## src/design/bfr_pkg.sv

```systemverilog
`timescale 1ns / 1ps

package bfr_pkg;

    localparam int MAX_FRAME_LEN_DEF = 120;
    localparam int BYTE_W            = 8;
    localparam int CFG_IDX_W         = 3;
    localparam int PLEN_W            = 7;
    localparam int SUM_W             = 16;

    localparam logic [BYTE_W-1:0] ACK_CODE_RST   = 8'd6;
    localparam logic [BYTE_W-1:0] NAK_CODE_RST   = 8'd21;
    localparam logic [BYTE_W-1:0] MAX_ERRORS_RST = 8'd3;

    typedef enum logic [CFG_IDX_W-1:0] {
        REG_SYNC_FIRST     = 3'd0,
        REG_SYNC_SECOND    = 3'd1,
        REG_SYNC_THIRD     = 3'd2,
        REG_USE_ADDRESS    = 3'd3,
        REG_DEVICE_ADDRESS = 3'd4,
        REG_ACK_CODE       = 3'd5,
        REG_NAK_CODE       = 3'd6,
        REG_MAX_ERRORS     = 3'd7
    } t_cfg_reg;

    typedef enum logic [1:0] {
        KIND_PAYLOAD = 2'd0,
        KIND_ACK     = 2'd1,
        KIND_NAK     = 2'd2,
        KIND_GIVE_UP = 2'd3
    } t_kind;

    typedef struct packed {
        logic [BYTE_W-1:0] sync_first;
        logic [BYTE_W-1:0] sync_second;
        logic [BYTE_W-1:0] sync_third;
        logic              use_address;
        logic [BYTE_W-1:0] device_address;
        logic [BYTE_W-1:0] ack_code;
        logic [BYTE_W-1:0] nak_code;
        logic [BYTE_W-1:0] max_errors;
    } t_cfg;

    typedef struct packed {
        t_kind             kind;
        logic [BYTE_W-1:0] value;
        logic [BYTE_W-1:0] reply_code;
        logic [PLEN_W-1:0] payload_length;
    } t_result;

endpackage

```

## src/design/bfr_in_if.sv

```systemverilog
`timescale 1ns / 1ps

interface bfr_in_if;
    logic       valid;
    logic       ready;
    logic [7:0] rx_byte;

    modport source (output valid, output rx_byte, input ready);
    modport sink   (input valid, input rx_byte, output ready);
endinterface

```

## src/design/bfr_out_if.sv

```systemverilog
`timescale 1ns / 1ps

interface bfr_out_if;
    logic       valid;
    logic       ready;
    logic [1:0] kind;
    logic [7:0] value;
    logic [7:0] reply_code;
    logic [6:0] payload_length;

    modport source (output valid, output kind, output value, output reply_code,
                    output payload_length, input ready);
    modport sink   (input valid, input kind, input value, input reply_code,
                    input payload_length, output ready);
endinterface

```

## src/design/binary_frame_receiver.sv

```systemverilog
`timescale 1ns / 1ps

// Byte-stream frame receiver. One byte is taken per clock cycle with no gaps
// needed: each byte is checked and folded into the frame state by combinational
// compare and 16-bit add logic, and any result (payload byte, ACK, NAK or
// give-up) appears in the output register on the next cycle. The input stays
// ready while the output register is empty or being drained, so throughput is
// one byte per cycle whenever the sink takes results. Configuration writes
// take effect on the following cycle and belong between frames.
module binary_frame_receiver import bfr_pkg::*; #(
    parameter int MAX_FRAME_LEN = MAX_FRAME_LEN_DEF
) (
    input  logic                 i_clk,
    input  logic                 i_rst_n,
    input  logic                 i_cfg_we,
    input  logic [CFG_IDX_W-1:0] i_cfg_index,
    input  logic [BYTE_W-1:0]    i_cfg_data,
    bfr_in_if.sink               i_rx,
    bfr_out_if.source            o_res
);

    t_cfg    cfg;
    logic    space;
    logic    accept;
    logic    res_valid;
    t_result res;

    assign i_rx.ready = space;
    assign accept     = i_rx.valid && space;

    bfr_cfg_regs u_cfg (
        .i_clk       (i_clk),
        .i_rst_n     (i_rst_n),
        .i_cfg_we    (i_cfg_we),
        .i_cfg_index (i_cfg_index),
        .i_cfg_data  (i_cfg_data),
        .o_cfg       (cfg)
    );

    bfr_parser #(
        .MAX_FRAME_LEN (MAX_FRAME_LEN)
    ) u_parser (
        .i_clk       (i_clk),
        .i_rst_n     (i_rst_n),
        .i_cfg       (cfg),
        .i_accept    (accept),
        .i_byte      (i_rx.rx_byte),
        .o_res_valid (res_valid),
        .o_res       (res)
    );

    bfr_out_reg u_out (
        .i_clk       (i_clk),
        .i_rst_n     (i_rst_n),
        .i_res_valid (res_valid),
        .i_res       (res),
        .o_space     (space),
        .o_res       (o_res)
    );

endmodule

```

## src/design/bfr_cfg_regs.sv

```systemverilog
`timescale 1ns / 1ps

module bfr_cfg_regs import bfr_pkg::*; (
    input  logic                 i_clk,
    input  logic                 i_rst_n,
    input  logic                 i_cfg_we,
    input  logic [CFG_IDX_W-1:0] i_cfg_index,
    input  logic [BYTE_W-1:0]    i_cfg_data,
    output t_cfg                 o_cfg
);

    t_cfg r_cfg;
    t_cfg n_cfg;

    always_comb begin
        n_cfg = r_cfg;
        if (i_cfg_we) begin
            case (t_cfg_reg'(i_cfg_index))
                REG_SYNC_FIRST:     n_cfg.sync_first     = i_cfg_data;
                REG_SYNC_SECOND:    n_cfg.sync_second    = i_cfg_data;
                REG_SYNC_THIRD:     n_cfg.sync_third     = i_cfg_data;
                REG_USE_ADDRESS:    n_cfg.use_address    = i_cfg_data[0];
                REG_DEVICE_ADDRESS: n_cfg.device_address = i_cfg_data;
                REG_ACK_CODE:       n_cfg.ack_code       = i_cfg_data;
                REG_NAK_CODE:       n_cfg.nak_code       = i_cfg_data;
                REG_MAX_ERRORS:     n_cfg.max_errors     = i_cfg_data;
                default:            n_cfg = r_cfg;
            endcase
        end
    end

    always_ff @(posedge i_clk) begin
        if (!i_rst_n) begin
            r_cfg.sync_first     <= '0;
            r_cfg.sync_second    <= '0;
            r_cfg.sync_third     <= '0;
            r_cfg.use_address    <= 1'b0;
            r_cfg.device_address <= '0;
            r_cfg.ack_code       <= ACK_CODE_RST;
            r_cfg.nak_code       <= NAK_CODE_RST;
            r_cfg.max_errors     <= MAX_ERRORS_RST;
        end else begin
            r_cfg <= n_cfg;
        end
    end

    assign o_cfg = r_cfg;

endmodule

```

## src/design/bfr_parser.sv

```systemverilog
`timescale 1ns / 1ps

module bfr_parser import bfr_pkg::*; #(
    parameter int MAX_FRAME_LEN = MAX_FRAME_LEN_DEF
) (
    input  logic              i_clk,
    input  logic              i_rst_n,
    input  t_cfg              i_cfg,
    input  logic              i_accept,
    input  logic [BYTE_W-1:0] i_byte,
    output logic              o_res_valid,
    output t_result           o_res
);

    localparam int LEN_W = $clog2(MAX_FRAME_LEN + 1);
    localparam int POS_W = $clog2(MAX_FRAME_LEN);

    logic              r_in_body;
    logic [POS_W-1:0]  r_position;
    logic              r_header_bad;
    logic [LEN_W-1:0]  r_frame_length;
    logic [SUM_W-1:0]  r_running_sum;
    logic [BYTE_W-1:0] r_sum_high_byte;
    logic [BYTE_W-1:0] r_error_count;

    logic              n_in_body;
    logic [POS_W-1:0]  n_position;
    logic              n_header_bad;
    logic [LEN_W-1:0]  n_frame_length;
    logic [SUM_W-1:0]  n_running_sum;
    logic [BYTE_W-1:0] n_sum_high_byte;
    logic [BYTE_W-1:0] n_error_count;

    logic [LEN_W-1:0]  plen;
    logic [LEN_W-1:0]  pos_ext;
    logic [BYTE_W:0]   err_next;
    logic              give_up;
    logic              len_bad;
    logic              sum_ok;
    logic [BYTE_W-1:0] want_third;
    logic              do_fail;
    logic [BYTE_W-1:0] fail_echo;

    assign plen       = r_frame_length - LEN_W'(2);
    assign pos_ext    = LEN_W'(r_position);
    assign err_next   = {1'b0, r_error_count} + (BYTE_W+1)'(1);
    assign give_up    = err_next >= {1'b0, i_cfg.max_errors};
    assign len_bad    = (i_byte > BYTE_W'(MAX_FRAME_LEN)) || (i_byte < BYTE_W'(2));
    assign sum_ok     = (r_sum_high_byte == r_running_sum[SUM_W-1:BYTE_W]) &&
                        (i_byte == r_running_sum[BYTE_W-1:0]);
    assign want_third = i_cfg.use_address ? i_cfg.device_address : i_cfg.sync_third;

    always_comb begin
        n_in_body       = r_in_body;
        n_position      = r_position;
        n_header_bad    = r_header_bad;
        n_frame_length  = r_frame_length;
        n_running_sum   = r_running_sum;
        n_sum_high_byte = r_sum_high_byte;
        n_error_count   = r_error_count;
        o_res_valid     = 1'b0;
        o_res           = '{kind: KIND_PAYLOAD, value: '0, reply_code: '0,
                            payload_length: '0};
        do_fail         = 1'b0;
        fail_echo       = i_byte;

        if (i_accept) begin
            if (!r_in_body) begin
                if (r_position == POS_W'(0)) begin
                    if (i_byte != i_cfg.sync_first) n_header_bad = 1'b1;
                    n_position = r_position + POS_W'(1);
                end else if (r_position == POS_W'(1)) begin
                    if (i_byte != i_cfg.sync_second) n_header_bad = 1'b1;
                    n_position = r_position + POS_W'(1);
                end else if (r_position == POS_W'(2)) begin
                    if (i_byte != want_third) n_header_bad = 1'b1;
                    n_position = r_position + POS_W'(1);
                end else if (r_header_bad || len_bad) begin
                    do_fail   = 1'b1;
                    fail_echo = i_byte;
                end else begin
                    n_error_count   = '0;
                    n_frame_length  = LEN_W'(i_byte);
                    n_in_body       = 1'b1;
                    n_position      = '0;
                    n_running_sum   = '0;
                    n_sum_high_byte = '0;
                end
            end else if (pos_ext < plen) begin
                n_running_sum = r_running_sum + SUM_W'(i_byte);
                n_position    = r_position + POS_W'(1);
                o_res_valid   = 1'b1;
                o_res.kind    = KIND_PAYLOAD;
                o_res.value   = i_byte;
            end else if (pos_ext == plen) begin
                n_sum_high_byte = i_byte;
                n_position      = r_position + POS_W'(1);
            end else if (sum_ok) begin
                n_error_count        = '0;
                o_res_valid          = 1'b1;
                o_res.kind           = KIND_ACK;
                o_res.value          = BYTE_W'(r_frame_length);
                o_res.reply_code     = i_cfg.ack_code;
                o_res.payload_length = PLEN_W'(plen);
                n_in_body            = 1'b0;
                n_position           = '0;
                n_header_bad         = 1'b0;
                n_running_sum        = '0;
                n_sum_high_byte      = '0;
            end else begin
                do_fail   = 1'b1;
                fail_echo = BYTE_W'(plen);
            end

            if (do_fail) begin
                o_res_valid = 1'b1;
                if (give_up) begin
                    n_error_count = '0;
                    o_res.kind    = KIND_GIVE_UP;
                end else begin
                    n_error_count    = err_next[BYTE_W-1:0];
                    o_res.kind       = KIND_NAK;
                    o_res.value      = fail_echo;
                    o_res.reply_code = i_cfg.nak_code;
                end
                n_in_body       = 1'b0;
                n_position      = '0;
                n_header_bad    = 1'b0;
                n_running_sum   = '0;
                n_sum_high_byte = '0;
            end
        end
    end

    always_ff @(posedge i_clk) begin
        if (!i_rst_n) begin
            r_in_body       <= 1'b0;
            r_position      <= '0;
            r_header_bad    <= 1'b0;
            r_frame_length  <= '0;
            r_running_sum   <= '0;
            r_sum_high_byte <= '0;
            r_error_count   <= '0;
        end else begin
            r_in_body       <= n_in_body;
            r_position      <= n_position;
            r_header_bad    <= n_header_bad;
            r_frame_length  <= n_frame_length;
            r_running_sum   <= n_running_sum;
            r_sum_high_byte <= n_sum_high_byte;
            r_error_count   <= n_error_count;
        end
    end

endmodule

```

## src/design/bfr_out_reg.sv

```systemverilog
`timescale 1ns / 1ps

module bfr_out_reg import bfr_pkg::*; (
    input  logic      i_clk,
    input  logic      i_rst_n,
    input  logic      i_res_valid,
    input  t_result   i_res,
    output logic      o_space,
    bfr_out_if.source o_res
);

    logic    r_valid;
    logic    n_valid;
    t_result r_res;

    assign o_space = !r_valid || o_res.ready;
    assign n_valid = o_space ? i_res_valid : r_valid;

    always_ff @(posedge i_clk) begin
        if (!i_rst_n) begin
            r_valid <= 1'b0;
        end else begin
            r_valid <= n_valid;
        end
    end

    // load a new result only into a free or draining slot
    always_ff @(posedge i_clk) begin
        if (o_space && i_res_valid) begin
            r_res <= i_res;
        end
    end

    assign o_res.valid          = r_valid;
    assign o_res.kind           = r_res.kind;
    assign o_res.value          = r_res.value;
    assign o_res.reply_code     = r_res.reply_code;
    assign o_res.payload_length = r_res.payload_length;

endmodule
```

## src/flat_wrapper.sv

```systemverilog
// flat-port wrapper written by rule: the top's interface ports become plain ports
module binary_frame_receiver_flat import bfr_pkg::*;
#(
    parameter int MAX_FRAME_LEN = MAX_FRAME_LEN_DEF
)
  (i_clk, i_rst_n, i_cfg_we, i_cfg_index, i_cfg_data, i_rx_valid, i_rx_rx_byte, i_rx_ready, o_res_valid, o_res_kind, o_res_value, o_res_reply_code, o_res_payload_length, o_res_ready);
  bfr_in_if i_rx_i ();
  bfr_out_if o_res_i ();
  input  logic i_clk;
  input  logic i_rst_n;
  input  logic i_cfg_we;
  input  logic [CFG_IDX_W-1:0] i_cfg_index;
  input  logic [BYTE_W-1:0] i_cfg_data;
  input wire logic [$bits(i_rx_i.valid)-1:0] i_rx_valid;
  input wire logic [$bits(i_rx_i.rx_byte)-1:0] i_rx_rx_byte;
  output wire logic [$bits(i_rx_i.ready)-1:0] i_rx_ready;
  output wire logic [$bits(o_res_i.valid)-1:0] o_res_valid;
  output wire logic [$bits(o_res_i.kind)-1:0] o_res_kind;
  output wire logic [$bits(o_res_i.value)-1:0] o_res_value;
  output wire logic [$bits(o_res_i.reply_code)-1:0] o_res_reply_code;
  output wire logic [$bits(o_res_i.payload_length)-1:0] o_res_payload_length;
  input wire logic [$bits(o_res_i.ready)-1:0] o_res_ready;
  assign i_rx_i.valid = i_rx_valid;
  assign i_rx_i.rx_byte = i_rx_rx_byte;
  assign i_rx_ready = i_rx_i.ready;
  assign o_res_valid = o_res_i.valid;
  assign o_res_kind = o_res_i.kind;
  assign o_res_value = o_res_i.value;
  assign o_res_reply_code = o_res_i.reply_code;
  assign o_res_payload_length = o_res_i.payload_length;
  assign o_res_i.ready = o_res_ready;
  binary_frame_receiver #(.MAX_FRAME_LEN(MAX_FRAME_LEN)) u_core (.i_clk(i_clk), .i_rst_n(i_rst_n), .i_cfg_we(i_cfg_we), .i_cfg_index(i_cfg_index), .i_cfg_data(i_cfg_data), .i_rx(i_rx_i), .o_res(o_res_i));
endmodule
```

## config.mk

```make
export PLATFORM = sky130hd
export DESIGN_NAME = binary_frame_receiver_flat
export DESIGN_NICKNAME = d
export VERILOG_FILES = /design/src/design/bfr_pkg.sv /design/src/design/bfr_in_if.sv /design/src/design/bfr_out_if.sv /design/src/design/binary_frame_receiver.sv /design/src/design/bfr_cfg_regs.sv /design/src/design/bfr_parser.sv /design/src/design/bfr_out_reg.sv /design/src/flat_wrapper.sv
export SDC_FILE = /design/constraint.sdc
export NUM_CORES = 1
export LEC_CHECK = 0
export BUFFER_PORTS_ARGS = -buffer_cell sky130_fd_sc_hd__clkbuf_2
export CORE_ASPECT_RATIO = 1.25
export CORE_MARGIN = 5
export CORE_UTILIZATION = 55
export CTS_BUF_LIST = sky130_fd_sc_hd__clkbuf_4
export DETAILED_ROUTE_END_ITERATION = 16
export HOLD_SLACK_MARGIN = 0.08
export PLACE_DENSITY = 0.72
export SYNTH_ARGS = -nofsm -noshare
export SYNTH_HDL_FRONTEND = slang
export SYNTH_SLANG_ARGS = --single-unit
```

## constraint.sdc

```tcl
create_clock -name i_clk -period 4.75 [get_ports i_clk]
set_input_delay 0.7125 -clock i_clk [delete_from_list [all_inputs] [get_ports i_clk]]
set_output_delay 0.7125 -clock i_clk [all_outputs]
set_load 0.1 [all_outputs]
```

==> reports/results.ini <==
[status]
status = completed

[setup_path]
critical_path_required_ps = 4980
crit_path_end_kind = register
crit_type = register to register
cp.arrival_ps = 4030
start_kind = register
crit_fanout = 11

[logic_synthesis]
yosys_warnings = 0
ys.flop_type = dfxtp_1
syn_nets = 841
synth-edff-count = 25
syn-cell-area_sq_um = 6730
syn_area_per_cell_sq_um = 8.55
ys_ff_latch = 131
async_flop_share_pct = 0
syn_inst = 787
ys_seq_area_share_pct = 42.7
synthDistinctLibCells = 59

[sta]
finalHoldViolations = 0
maxSlewViolCount = 0
fmax_mhz = 263
grt_setup_unrepaired = false
tns_ps = 0
tightest_slew_ps = 1130
finalClockSkew_ps = 23.3
fin_crit_sh_pct = 80.0
setup_violations = 0
slew_headroom_pct = 24.2
hold_ws_ps = 464
period_needed_ps = 3800

[pwr]
power_mw = 2.33
combPwrFrac_pct = 16.5
switchingPower_mw = 0.736
clock_power_share_pct = 32.5
sequentialPowerShare_pct = 51.0
p_leak_nw = 2.70
vdd_ir_drop_max_mv = 0.179
power.density_nw_per_um2 = 316
p_int_mw = 1.59
swShare_pct = 31.6

[layout]
post-route-util_pct = 60.7
final_area_sq_um = 7350
antennaDiodeCount = 0
nets = 875
synthToLayoutAreaGrowth_pct = 9.18
layout-drive-gt1-share_pct = 12.1

[detailed_routing]
dr.pass1.iters = 4
wl_um = 17300
num_vias = 5944
drt_iter0_markers = 330
ant_nets = 0
post-route-drc-count = 0
post_drt_wl_per_cell_um = 17.4
via_per_inst = 5.96

[global_route]
track_usage_pct = 24.5
antenna_found_initial = 0
grt_pass1_vias = 5710
overflow = 0
grt_max_degree = 58
grt_pass1_wl_um = 28300

[clock_tree]
cts_setup_buffers = 0
clk_latency_ps = 530
cts.sink_count = 131
cts_tree = yes
cts_resized = 0
h-tree-depth = 4
numCtsBuffers = 17
root_buffer = clkbuf_4
cts_hold_buf = 0
clk_pin_slew_worst_paths_ps = 120
clockBufferDepth = 2

[place]
portBuffers = 50
dp_hpwl_um = 12500
gp_congestion = 0.910
placedInstanceArea_sq_um = 7070

[floorplan]
ioPinCount = 51
die_w_um = 109
start_util_pct = 55.6
fp.dieH_um = 134
die_area_sq_um = 14600
rows = 45
core_area_sq_um = 12100

[min_path]
min_path_type = register to register

[run]
drv_cap = 0

## metal layers
| metal | GRT usage, % | up-vias | share of wire [%] |
|---|---|---|---|
| met4 | 9.05 | 0 | 2.4 |
| met1 | 31.2 | 2816 | 43 |
| met5 | 0 | - | 0 |
| met2 | 40.3 | 210 | 49 |
| met3 | 5.38 | 37 | 5.6 |
| li1 | - | 2881 | - |
## state kept, by name (all words and copies together) (netlist names)
register,cells
u_core.u_out.o_res.value,8
u_core.u_cfg.o_cfg,57
u_core.u_out.o_res.valid,1
u_core.u_parser.r_frame_length,7
u_core.u_out.o_res.payload_length,7
u_core.u_parser.r_error_count,8
u_core.u_parser.r_in_body,1
u_core.u_parser.r_header_bad,1
u_core.u_out.o_res.reply_code,8
u_core.u_parser.pos_ext,7
u_core.u_out.o_res.kind,2
u_core.u_parser.r_sum_high_byte,8
u_core.u_parser.r_running_sum,16
## power by group through the flow
stage / Clock [mW] / Sequential (mW) / Combinational [mW]
final: 0.757 / 1.19 / 0.383
after global routing: 0.824 / 1.19 / 0.413
after global placement: 0 / 1.21 / 0.372
after CTS: 0.771 / 1.19 / 0.381
after detailed placement: 0 / 1.21 / 0.379
after floorplan: 0 / 1.30 / 0.200
## cells in the final DEF, fill, tap and decap left out, types with 4 or more instances in the layout
master	synthesis	layout
a211oi_1	5	5
a21o_1	5	5
a21oi_1	71	70
a22o_1	13	13
a31oi_1	10	10
and2_1	6	6
and3_1	6	6
clkbuf_2	0	50
clkbuf_4	0	20
dfxtp_1	106	106
edfxtp_1	25	25
ha_1	29	29
inv_1	22	22
mux2i_1	23	23
nand2_1	142	142
nand2b_1	10	10
nand3_1	38	38
nand4_1	20	20
nor2_1	51	51
nor3_1	16	16
nor4_1	11	10
o21a_1	4	4
o21ai_0	22	22
or3_1	7	7
or4_1	5	5
xnor2_1	40	40
xor2_1	9	9
## final timing paths
check,start,endpoint,slack [ps],depth (start not counted)
setup / recovery,u_core.u_parser.r_frame_length[1],u_core.u_out.o_res.kind[0],950,11
hold / removal,u_core.u_cfg.o_cfg[38],u_core.u_cfg.o_cfg[38],460,2
setup reg to reg,u_core.u_parser.r_frame_length[1],u_core.u_out.o_res.kind[0],950,11
hold reg to reg,u_core.u_cfg.o_cfg[38],u_core.u_cfg.o_cfg[38],460,2
## cell families after synthesis
logic type	count (synthesis)	synth area share, %
buffers and inverters	61	3.53
muxes	23	3.42
AOI/OAI and AO/OA	168	15.9
DFF	131	42.7
xor gates and xnor gates	49	6.37
adders and majority gates	30	5.69
and+or+nand+nor	325	22.4
## worst max-delay path, cell delays in order (launching register included)
cell      delay [ps]
dfxtp_1          530
inv_1             90
ha_1             210
nand2b_1         120
nor2_1            70
xnor2_1          300
ha_1             340
nand4_1          200
o21ai_0          260
a21o_1           270
o21ai_0          880
a21boi_0         260
## through the flow
stage                     cells  setup slack (ps)
after floorplan             787               991
after global placement      966              1200
after detailed placement    966              1100
after CTS                   998              1090
after global routing        998               721
final                       998               952
## cell usage after synthesis, types with 4 or more instances
| cell type | n | share of area (%) |
|---|---|---|
| nor2_1 | 51 | 2.8 |
| and3_1 | 6 | 0.56 |
| clkbuf_1 | 28 | 1.6 |
| a21o_1 | 5 | 0.56 |
| nand3_1 | 38 | 2.8 |
| xnor2_1 | 40 | 5.2 |
| a211oi_1 | 5 | 0.56 |
| or3_1 | 7 | 0.65 |
| nor3_1 | 16 | 1.2 |
| inv_1 | 22 | 1.2 |
| and2_1 | 6 | 0.56 |
| buf_2 | 7 | 0.52 |
| a21oi_1 | 71 | 5.3 |
| a22o_1 | 13 | 1.7 |
| ha_1 | 29 | 5.4 |
| nand2_1 | 142 | 7.9 |
| xor2_1 | 9 | 1.2 |
| nand2b_1 | 10 | 0.93 |
| or4_1 | 5 | 0.56 |
| o21ai_0 | 22 | 1.6 |
| a31oi_1 | 10 | 0.93 |
| nand4_1 | 20 | 1.9 |
| mux2i_1 | 23 | 3.4 |
| nor4_1 | 11 | 1.0 |
| o21a_1 | 4 | 0.45 |
| edfxtp_1 | 25 | 11 |
| dfxtp_1 | 106 | 32 |
## layout make-up
class,count,area (sq um)
tap,164,205
sequential,131,2870
fill,1076,4750
clock buffer,20,150
clock inverter,12,131
timing repair buffer,53,273
inverter,23,86.3
multi-input combinational,595,3630
Note: power is estimated with default switching activity, not from simulation.
